## config.mk

```make
export PLATFORM = sky130hd
export DESIGN_NAME = cpfm_share_unit
export DESIGN_NICKNAME = d
export VERILOG_FILES = /design/src/rtl/cpfm_pkg.sv /design/src/rtl/cpfm_share_unit.sv
export SDC_FILE = /design/constraint.sdc
export NUM_CORES = 1
export LEC_CHECK = 0
export BUFFER_PORTS_ARGS = -buffer_cell sky130_fd_sc_hd__buf_2
export CAP_MARGIN = 20
export CORE_MARGIN = 2
export CORE_UTILIZATION = 40
export CTS_CLUSTER_SIZE = 10
export DETAILED_ROUTE_END_ITERATION = 10
export SLEW_MARGIN = 10
export SYNTH_ARGS = -nofsm -noshare
export SYNTH_HDL_FRONTEND = slang
export SYNTH_SLANG_ARGS = --single-unit
export TNS_END_PERCENT = 20
```

## constraint.sdc

```tcl
create_clock -name clk -period 5.9 [get_ports clk]
set_input_delay 0.59 -clock clk [delete_from_list [all_inputs] [get_ports clk]]
set_output_delay 0.59 -clock clk [all_outputs]
set_load 0.02 [all_outputs]
```

## src/rtl/cpfm_pkg.sv

```systemverilog
// Shared constants, types and helper functions for the copy-on-write page frame manager.
`timescale 1ns / 1ps

package cpfm_pkg;

  // Sizing of the page tables, the frame pool and the process slots.
  localparam int ENTRIES_PER_LEVEL = 16;
  localparam int FRAME_COUNT       = 128;
  localparam int PROCESS_SLOTS     = 8;

  localparam int PAGES     = ENTRIES_PER_LEVEL * ENTRIES_PER_LEVEL;
  localparam int PAGE_W    = $clog2(PAGES);
  localparam int SLOT_W    = $clog2(PROCESS_SLOTS);
  localparam int FRAME_W   = $clog2(FRAME_COUNT);
  localparam int ADDR_W    = SLOT_W + PAGE_W;
  localparam int ENT_DEPTH = PROCESS_SLOTS << PAGE_W;

  // Share counters saturate at the top of their range.
  localparam int               CNT_W     = 4;
  localparam logic [CNT_W-1:0] SHARE_MAX = '1;

  // The free-frame scan looks at one group of frames per cycle.
  localparam int SRCH_GRP = 8;
  localparam int SRCH_W   = (SRCH_GRP > 1) ? $clog2(SRCH_GRP) : 1;
  localparam int NGROUP   = (FRAME_COUNT + SRCH_GRP - 1) / SRCH_GRP;
  localparam int GRP_W    = (NGROUP > 1) ? $clog2(NGROUP) : 1;

  // Field widths of the stream payloads.
  localparam int VPN_W    = 8;
  localparam int PID_W    = 16;
  localparam int OUT_FR_W = 7;

  typedef enum logic [1:0] {
    OP_ALLOC  = 2'd0,
    OP_FREE   = 2'd1,
    OP_FAULT  = 2'd2,
    OP_SWITCH = 2'd3
  } op_t;

  typedef enum logic [1:0] {
    STAT_OK         = 2'd0,
    STAT_FAIL       = 2'd1,
    STAT_SLOTS_FULL = 2'd2
  } status_t;

  typedef enum logic [3:0] {
    FS_CLEAR,
    FS_IDLE,
    FS_DISPATCH,
    FS_ENT,
    FS_CNT,
    FS_SRCH,
    FS_FLT_WR2,
    FS_FK_RD,
    FS_FK_ENT,
    FS_FK_WP,
    FS_FK_WC,
    FS_DONE
  } fsm_t;

  typedef struct packed {
    logic               valid;
    logic               writable;
    logic               priv;
    logic [FRAME_W-1:0] pfn;
  } entry_t;

  // Requests from the sequencer to the share-count unit.
  typedef struct packed {
    logic               rd_en;
    logic [FRAME_W-1:0] rd_addr;
    logic               wr_en;
    logic [FRAME_W-1:0] wr_addr;
    logic [CNT_W-1:0]   wr_cnt;
    logic               search_start;
  } share_req_t;

  // Answers from the share-count unit.
  typedef struct packed {
    logic [CNT_W-1:0]   rd_cnt;
    logic               search_done;
    logic               search_found;
    logic [FRAME_W-1:0] search_frame;
  } share_rsp_t;

  function automatic logic [CNT_W-1:0] cnt_inc(input logic [CNT_W-1:0] c);
    logic [CNT_W-1:0] r;
    r = (c == SHARE_MAX) ? c : c + 1'b1;
    return r;
  endfunction

  function automatic logic [CNT_W-1:0] cnt_dec(input logic [CNT_W-1:0] c);
    logic [CNT_W-1:0] r;
    r = (c == '0) ? c : c - 1'b1;
    return r;
  endfunction

endpackage

```

## src/rtl/cpfm_share_unit.sv

```systemverilog
// Frame share-count memory with a free-frame bitmap and an iterative lowest-free-frame scan.
`timescale 1ns / 1ps

module cpfm_share_unit (
  input  logic                clk,
  input  logic                rst_n,
  input  cpfm_pkg::share_req_t req,
  output cpfm_pkg::share_rsp_t rsp
);

  localparam int PAD_W = cpfm_pkg::NGROUP * cpfm_pkg::SRCH_GRP;

  // Share counts; an entry is only meaningful while its free bit is clear.
  logic [cpfm_pkg::CNT_W-1:0] cnt_mem [cpfm_pkg::FRAME_COUNT];
  logic [cpfm_pkg::FRAME_COUNT-1:0] free_r;
  logic [cpfm_pkg::CNT_W-1:0] mem_q_r;
  logic free_q_r;

  // Scan state.
  logic                         busy_r, busy_nxt;
  logic [cpfm_pkg::GRP_W-1:0]   grp_r, grp_nxt;
  logic                         done_r, done_nxt;
  logic                         found_r, found_nxt;
  logic [cpfm_pkg::FRAME_W-1:0] frame_r, frame_nxt;

  logic [PAD_W-1:0]              free_pad;
  logic [cpfm_pkg::SRCH_GRP-1:0] grp_bits;
  logic [cpfm_pkg::SRCH_W-1:0]   pri;

  // Count memory: one write and one registered read per cycle.
  always_ff @(posedge clk) begin
    if (req.wr_en) begin
      cnt_mem[req.wr_addr] <= req.wr_cnt;
    end
    if (req.rd_en) begin
      mem_q_r  <= cnt_mem[req.rd_addr];
      free_q_r <= free_r[req.rd_addr];
    end
  end

  // Free bitmap: every frame starts free, a write of zero frees it again.
  always_ff @(posedge clk) begin
    if (!rst_n) begin
      free_r <= '1;
    end else if (req.wr_en) begin
      free_r[req.wr_addr] <= (req.wr_cnt == '0);
    end
  end

  // Lowest set bit of the group under the scan.
  always_comb begin
    free_pad = PAD_W'(free_r);
    grp_bits = free_pad[grp_r * cpfm_pkg::SRCH_GRP +: cpfm_pkg::SRCH_GRP];
    pri      = '0;
    for (int i = cpfm_pkg::SRCH_GRP - 1; i >= 0; i--) begin
      if (grp_bits[i]) begin
        pri = cpfm_pkg::SRCH_W'(i);
      end
    end
  end

  // Scan sequencing, one group per cycle.
  always_comb begin
    busy_nxt  = busy_r;
    grp_nxt   = grp_r;
    done_nxt  = 1'b0;
    found_nxt = found_r;
    frame_nxt = frame_r;
    if (req.search_start) begin
      busy_nxt = 1'b1;
      grp_nxt  = '0;
    end else if (busy_r) begin
      if (|grp_bits) begin
        busy_nxt  = 1'b0;
        done_nxt  = 1'b1;
        found_nxt = 1'b1;
        frame_nxt = cpfm_pkg::FRAME_W'(32'(grp_r) * cpfm_pkg::SRCH_GRP + 32'(pri));
      end else if (grp_r == cpfm_pkg::GRP_W'(cpfm_pkg::NGROUP - 1)) begin
        busy_nxt  = 1'b0;
        done_nxt  = 1'b1;
        found_nxt = 1'b0;
      end else begin
        grp_nxt = grp_r + 1'b1;
      end
    end
  end

  always_ff @(posedge clk) begin
    if (!rst_n) begin
      busy_r <= 1'b0;
      done_r <= 1'b0;
    end else begin
      busy_r <= busy_nxt;
      done_r <= done_nxt;
    end
    grp_r   <= grp_nxt;
    found_r <= found_nxt;
    frame_r <= frame_nxt;
  end

  always_comb begin
    rsp.rd_cnt       = free_q_r ? '0 : mem_q_r;
    rsp.search_done  = done_r;
    rsp.search_found = found_r;
    rsp.search_frame = frame_r;
  end

endmodule

```

# Word level (Yosys, flattened, before mapping)
# Memories as Yosys holds them, arrays and structs flattened. A register that Yosys moved wholly into a read port is not among the register bits.
# Cells that the tools add are included.
# op_classes
add_sub_neg	2
n_lt_le_gt_ge	3
eq_ne	1
shifts	1
mux	23
bitwise	5
n_reduce_logical	8
# ops
operator	count
bitwise mux 128 bit	1
indexed part select 128 x 8 -> 8 bit	1
two-way mux 3 bit	8
less-than comparator 7 x 8 -> 1 bit (second input constant)	2
two-way mux 1 bit	11
AND reduction 3 bit	3
OR reduction 8 bit	1
adder 7 x 3 -> 7 bit	1
binary-select mux 1 bit (select 7 bit)	1
demux 1 bit (select 7 bit)	1
greater-or-equal comparator 7 x 1 -> 1 bit (second input constant)	1
NOT 1 bit	5
adder 4 x 1 -> 4 bit (second input constant)	1
== test 4 bit (second input constant)	1
logical NOT 4 bit	1
two-way mux 4 bit	1
OR reduction 3 bit	1
nonzero test 2 bit	1
logical AND 1 bit	1
# word_totals
regBits	143
mem_bits_rw	512
input_bits	23
out_inout_bits	13
elab_cells	51
n_memories	1
# memory_table
name	words	word_bits	read_ports	rd_ports_with_merged_regs	write_ports	line	rtl
cnt_mem	128	4	1	1	1	cpfm_share_unit.sv:14	logic [cpfm_pkg::CNT_W-1:0] cnt_mem [cpfm_pkg::FRAME_COUNT];

# Longest topological paths before layout
# Gate-level depths: netlist of run 1.
# logic_depth
depth_word	10
mapped_depth	10
depth_no_buf	7

# Worst setup path before layout of run 1
# OpenSTA, ideal clock, no wires.
# synth_path
kind	in2reg
startpoint	input req[14] (netlist name)
endpoint	register mem_q_r[2] (netlist name), read port of cnt_mem (data pin)
setup_time_ns	0.254
t_arrival_ns	2.757
required_time_ns	5.646
setup_slack_ns	2.889
stages	9
path_buffers	4
path_cell_list	buf_2 -> buf_2 -> clkbuf_1 -> clkbuf_1 -> mux4_2 -> mux4_2 -> mux2i_1 -> a22oi_1 -> o21a_1
# synth_rtl
element	line	rtl
start, declared	cpfm_share_unit.sv:7	input cpfm_pkg::share_req_t req,
end, declared	cpfm_share_unit.sv:16	logic [cpfm_pkg::CNT_W-1:0] mem_q_r;

# Worst setup path after layout of run 1
# layout_path
startpoint	register grp_r[1] (netlist name)
endpoint	register grp_r[2] (netlist name)
# layout_between
elab_chain_cells	4
word_cells_on_any_way	7
classes_between	1 x add/sub; 1 x eq/ne; 1 x shift; 2 x bitwise; 2 x reduce/logical
# layout_lines
element	line	rtl
start, declared	cpfm_share_unit.sv:21	logic [cpfm_pkg::GRP_W-1:0] grp_r, grp_nxt;
start signal, assigned	cpfm_share_unit.sv:96	grp_r <= grp_nxt;
indexed part select 128 x 8 -> 8 bit	cpfm_share_unit.sv:53	grp_bits = free_pad[grp_r * cpfm_pkg::SRCH_GRP +: cpfm_pkg::SRCH_GRP];
OR reduction 8 bit	cpfm_share_unit.sv:73	if (|grp_bits) begin
NOT 1 bit (no source line)	--	
AND reduction 3 bit (no source line)	--	
# Several ways; a longest one is shown, not always the timed one.
# A chain may end at the register's enable or synchronous reset.

==> flow_metrics.tcl, run 1 <==
set metrics [dict create \
    status "completed" \
    switching_share_pct 21.0 \
    leakage_nw 9.18 \
    grt_overflow_total 0 \
    grt_pass1_wl_mm 98.3 \
    routedWlPerCell_um 24.6 \
    p_int_w 0.00763 \
    drt_iter0_drc 1464 \
    htree_levels 3 \
    rows 96 \
    final_cells 2656 \
    worstPathArrival_ns 3.69 \
    ys_seq_elements 659 \
    clock_skew_ns 0.0122 \
    worst_pin_slew_ns 1.10 \
    rsz0062_at_grt "no" \
    clk_pin_slew_ns 0.06 \
    die_y_um 267 \
    clk_path_buf_depth 3 \
    comb_power_share_pct 4.6 \
    ys_types 50 \
    numClockSinks 659 \
    min_period_over_period_pct 54.1 \
    cts-resized-gates 0 \
    p_switching_w 0.00203 \
    port_buffers 35 \
    grt_max_degree 94 \
    layout_commonest_cell "edfxtp_1" \
    pin_count 36 \
    max-vdd-ir-drop_v 0.000175 \
    slew_violations 0 \
    cts_made_buffers 77 \
    cts_tree "built" \
    synth.yosys.seq_area_share_pct 66.7 \
    fmax_mhz 313 \
    gp_congestion 0.900 \
    synthArstFlopShare_pct 0 \
    postRouteWirelength_mm 65.4 \
    syn_nets 1690 \
    finalHoldViolCount 0 \
    p_seq_share_pct 52.3 \
    hpwl_mm 42.5 \
    post_cts_buffers 0 \
    root_buffer "clkbuf_16" \
    area_growth_syn_to_layout_pct 11.4 \
    pwr-share-clk_pct 43.2 \
    dp_cells 2532 \
    core_region_area_mm2 0.0686 \
    ys.flop_type "edfxtp_1" \
    synth_area_mm2 0.0277 \
    die_width_um 267 \
    power.density_mw_per_mm2 313 \
    floorplan.initialDensity_pct 40.3 \
    finalSetupViolations 0 \
    end_kind "flop" \
    num-nets-final 1706 \
    vias 15135 \
    crit_required_ns 6.39 \
    fp.dieArea_mm2 0.0713 \
    crit_type "reg -> reg" \
    antenna_found_initial 4 \
    vias_per_cell 5.70 \
    post-route-drc-count 0 \
    min_path_type "in -> reg" \
    drtAntennaViolNets 0 \
    relSlewSlack_pct 26.5 \
    track_usage_pct 18.7 \
    firstDrtPassIters 5 \
    path_max_fanout 28 \
    clock_latency_ns 0.61 \
    cap_violations 0 \
    start_kind "flop" \
    synth.avg_cell_area_um2 16.6 \
    tns_ns 0 \
    drive_above_1_share_pct 22.3 \
    first_global_vias 15385 \
    final_cell_mix "525 x edfxtp_1, 218 x mux4_2, 195 x nor2_1, 133 x dfxtp_1, 129 x o21ai_0" \
    period_minus_slack_ns 3.19 \
    yosysWarnings 0 \
    syn_inst 1666 \
    ctsHoldBuffers 0 \
    synth-edff-count 525 \
]
## stage by stage
step                worst slack [ns]  util (%)  hold slack [ns]  power, W  cell area, um^2
floorplan                       2.89         -            0.424   0.00541            27700
global placement                2.11      41.7            0.431   0.00558            28600
detailed placement              2.12      41.7            0.419   0.00559            28600
CTS                             2.42      44.8            0.214   0.00974            30800
global route                    2.50      44.9            0.241   0.00996            30800
finish                          2.71      44.9            0.245   0.00965            30800
## path summary, 6_finish.rpt
path | startpoint | to | slack, ns | cells after the start
min reg2reg | grp_r[2] | frame_r[5] | 0.43 | 0
min | req[0] | grp_r[3] | 0.24 | 2
max reg2reg | grp_r[1] | grp_r[2] | 2.71 | 8
max | grp_r[1] | grp_r[2] | 2.71 | 8
## logic make-up after synthesis
family / count (synthesis) / synth area share, %
xor gates and xnor gates: 1 / 0.0317
and+or+nand+nor: 452 / 7.19
buffers and inverters: 130 / 2.30
adders and majority gates: 1 / 0.0452
AOI/OAI and AO/OA: 159 / 3.18
DFF: 659 / 66.7
muxes: 264 / 20.6
## layer usage
metal | part of all wire, % | vias to the layer above | wire length [um] | global-route usage [%]
li1 | - | 6656 | - | -
met1 | 40 | 7813 | 26100 | 24.4
met2 | 50 | 558 | 32700 | 31.3
met3 | 6.8 | 106 | 4470 | 3.42
met4 | 3.2 | 2 | 2080 | 6.86
met5 | 0.020 | - | 13 | 0
## cell usage after synthesis (2+ instances only)
cell type	number	area, um^2
o311ai_0	5	43.8
nand3_1	79	395
and2_1	2	12.5
clkbuf_1	84	315
nor2_1	195	732
nand4b_1	3	26.3
o21a_1	6	45.0
edfxtp_1	525	15800
mux2i_1	19	190
buf_1	5	18.8
a21oi_1	5	25.0
nor3_1	59	295
nand2_1	84	315
inv_1	4	15.0
mux4_1	19	499
and3_1	2	12.5
nor2b_1	9	56.3
and3_2	3	22.5
mux2_2	8	90.1
dfxtp_1	134	2680
mux4_2	218	4910
buf_4	3	22.5
buf_6	8	90.1
nand3b_1	4	30.0
clkbuf_8	4	55.1
o21ai_0	129	646
a22oi_1	5	37.5
nand2b_1	3	18.8
buf_2	21	105
## cell type report
class                   instances  area, um^2
diodes                          4        10.0
flip-flops and latches        659       18400
clock inverters                11        75.1
clock buffers                 107        2070
inverters                       4        15.0
well taps                     931        1160
multi-input cells             877        8580
fillers                      5901       37800
repair buffers                 63         434
## sequential cells by signal, summed over array words and instances (netlist names), 4 cells and up
name      count
cnt_mem     512
free_pad    128
frame_r       7
grp_r         4
mem_q_r       4
## worst max-delay path: stages, from the launching register on
cell and delay [ns]:
dfxtp_2 0.48, buf_12 0.26, mux4_1 0.65, mux2i_1 0.43
and3_2 0.29, o22ai_1 0.18, and4b_1 0.47, a21oi_1 0.11
a31o_1 0.19
## power groups by stage
stage / clock (W) / sequential, W / combinational, W
final: 0.00417 / 0.00504 / 0.000441
after global routing: 0.00444 / 0.00504 / 0.000474
after CTS: 0.00425 / 0.00504 / 0.000446
after detailed placement: 0 / 0.00514 / 0.000445
after global placement: 0 / 0.00514 / 0.000437
after floorplan: 0 / 0.00514 / 0.000275
(Power assumes the default switching activity.)
==> run 2: changes to the inputs <==
--- a/config.mk
+++ b/config.mk
@@ -5,6 +5,7 @@
 export SDC_FILE = /design/constraint.sdc
 export NUM_CORES = 1
 export LEC_CHECK = 0
+export ABC_AREA = 1
 export BUFFER_PORTS_ARGS = -buffer_cell sky130_fd_sc_hd__buf_2
 export CAP_MARGIN = 20
 export CORE_MARGIN = 2
==> constraint.sdc (replaced) <==
create_clock -name clk -period 2.59 [get_ports clk]
set_input_delay 0.259 -clock clk [delete_from_list [all_inputs] [get_ports clk]]
set_output_delay 0.259 -clock clk [all_outputs]
set_load 0.02 [all_outputs]
==> run 2 against run 1 <==
Fmax up 42%. Non-clock buffer count up 47. Global-route usage up 4.2 points. Clock-buffer cell count up 28. Cell count up 48%. Largest cell class unchanged.
==> flow_metrics.tcl, run 2 <==
set metrics [dict create \
    antenna_found_initial 1 \
    gp_congestion 0.920 \
    synth_area_mm2 0.0288 \
    leakage_nw 11.6 \
    crit_required_ns 2.88 \
    hpwl_mm 52.8 \
    finalHoldViolCount 0 \
    status "completed" \
    drtAntennaViolNets 0 \
    cp_cell_sequence "buf_4, nor2_1, nor2_1, o21ai_0, nand3_1, nand3_1, nand2_1, nor2_4, nand2_4, nor2_8, nor2_2" \
    cts_tree "built" \
    synth.yosys.seq_area_share_pct 64.1 \
    ys.flop_type "edfxtp_1" \
    crit_buf_inv 1 \
    core_region_area_mm2 0.0714 \
    antenna_cells 0 \
    max-vdd-ir-drop_v 0.000453 \
    synth.avg_cell_area_um2 9.80 \
    clk_pin_slew_ns 0.06 \
    syn_inst 2933 \
    min_period_over_period_pct 87.0 \
    root_buffer "clkbuf_16" \
    first_global_vias 21334 \
    clk_path_buf_depth 3 \
    slew_violations 0 \
    postRouteWirelength_mm 85.6 \
    worstPathArrival_ns 2.54 \
    cts_made_buffers 78 \
    post-route-drc-count 0 \
    start_kind "flop" \
    finalSetupViolations 0 \
    ys_types 32 \
    drive_above_1_share_pct 7.27 \
    clock_latency_ns 0.63 \
    power.density_mw_per_mm2 710 \
    min_path_type "in -> reg" \
    cpMaxStageDelayCell "dfxtp_2" \
    tns_ns 0 \
    fp.dieArea_mm2 0.0741 \
    layout_commonest_cell "edfxtp_1" \
    track_usage_pct 22.9 \
    routedWlPerCell_um 21.7 \
    num-nets-final 2947 \
    yosys.area.top_type "edfxtp_1" \
    htree_levels 3 \
    cap_violations 0 \
    grt_max_degree 129 \
    final_cell_mix "525 x edfxtp_1, 478 x nor2_1, 457 x nand2_1, 385 x o21ai_0, 227 x nand3_1" \
    syn_nets 2957 \
    largest_reg_flops 512 \
    synth-edff-count 525 \
    post_cts_buffers 0 \
    numClockSinks 659 \
    synth_most_common_cell "edfxtp_1" \
    grt_overflow_total 0 \
    area_growth_syn_to_layout_pct 13.0 \
    rsz0062_at_grt "no" \
    pre_cts_ws_ns 0.0973 \
    clock_skew_ns 0.0230 \
    crit_family "simple AND/OR/NAND/NOR gates" \
    top_register "cnt_mem" \
    firstDrtPassIters 6 \
    end_kind "flop" \
    floorplan.initialDensity_pct 40.3 \
    yosysWarnings 0 \
    synth_top_area_share_pct 54.8 \
    die_width_um 272 \
    path_max_fanout 28 \
    synth_area_leaders "edfxtp_1 55%, dfxtp_1 9.3%, o21ai_0 6.7%" \
    die_y_um 272 \
    port_buffers 35 \
    rows 98 \
    crit_type "reg -> reg" \
    cpPeakStageDelay_ns 0.38 \
    pin_count 36 \
    synthArstFlopShare_pct 0 \
    vias 22169 \
    synth_commonest_cells "525 x edfxtp_1, 479 x nor2_1, 457 x nand2_1" \
    worst_pin_slew_ns 1.11 \
    drt_iter0_drc 2586 \
    fmax_mhz 444 \
    vias_per_cell 5.63 \
    grt_pass1_wl_mm 129 \
    relSlewSlack_pct 25.9 \
    ys_seq_elements 659 \
    period_minus_slack_ns 2.25 \
    fin_ws_ns 0.336 \
]
==> run 2: power breakdown <==
part | leakage (nW) | switching (W) | total, W | internal [W]
clock network | 1.11 | 0.00422 | 0.0101 | 0.00590
registers | 5.81 | 0.0000210 | 0.0115 | 0.0115
logic | 4.70 | 0.00108 | 0.00147 | 0.000395
total | 11.6 | 0.00532 | 0.0231 | 0.0178
==> run 2: layout make-up <==
class	count	area, um^2
Clock buffer	135	2260
Clock inverter	8	60.1
Fill cell	6656	38900
Inverter	181	687
Multi-Input combinational cell	1893	8730
Sequential cell	659	18400
Tap cell	950	1190
Timing Repair Buffer	110	1130
==> run 2: cell families (layout without fill, tap and decap cells) <==
group           Yosys count  in the layout  share of synthesized area, %
compound gates          703            703                          13.5
fa+ha+maj                 1              1                        0.0435
buf+inv                 381            434                          5.53
flops                   659            659                          64.1
simple gates           1189           1189                          16.8
==> run 2: per-stage QoR <==
step | hold WS (ns) | power [W] | area [um^2] | utilization (%) | std cells
detailed placement | 0.487 | 0.0132 | 30200 | 42.3 | 3791
finish | 0.119 | 0.0231 | 32500 | 45.5 | 3936
CTS | 0.0902 | 0.0232 | 32500 | 45.5 | 3936
global route | 0.124 | 0.0237 | 32500 | 45.5 | 3936
floorplan | 0.358 | 0.0125 | 28800 | - | 2933
global placement | 0.485 | 0.0131 | 30200 | 42.3 | 3791
==> run 2: per-layer routing <==
metal,up-vias,global-route usage (%),wire (um)
li1,10219,-,-
met5,-,0,0
met3,160,3.53,7580
met2,1054,35.8,38900
met1,10736,32.3,36600
met4,0,8.50,2540
==> run 2: what timing repair did <==
| item | in CTS | in global routing |
|---|---|---|
| endpoints found under the setup margin | 0 | 4 |
| hold endpoints to repair | 5 | 0 |
| gates resized for setup | 0 | 1 |
| hold buffers | 2 | 0 |
==> run 2: worst min-delay path: stages <==
cell     delay (ns)
buf_2          0.22
nand2_1        0.08
nand2_1        0.07
==> run 2: path summary, 6_finish.rpt <==
kind,cells past startpoint,from,end,slack (ns)
worst min register to register,2,free_pad[32],free_pad[32],0.50
worst max-delay path,11,grp_r[0],frame_r[0],0.34
worst max register to register,11,grp_r[0],frame_r[0],0.34
worst min-delay path,3,req[19],free_q_r,0.12
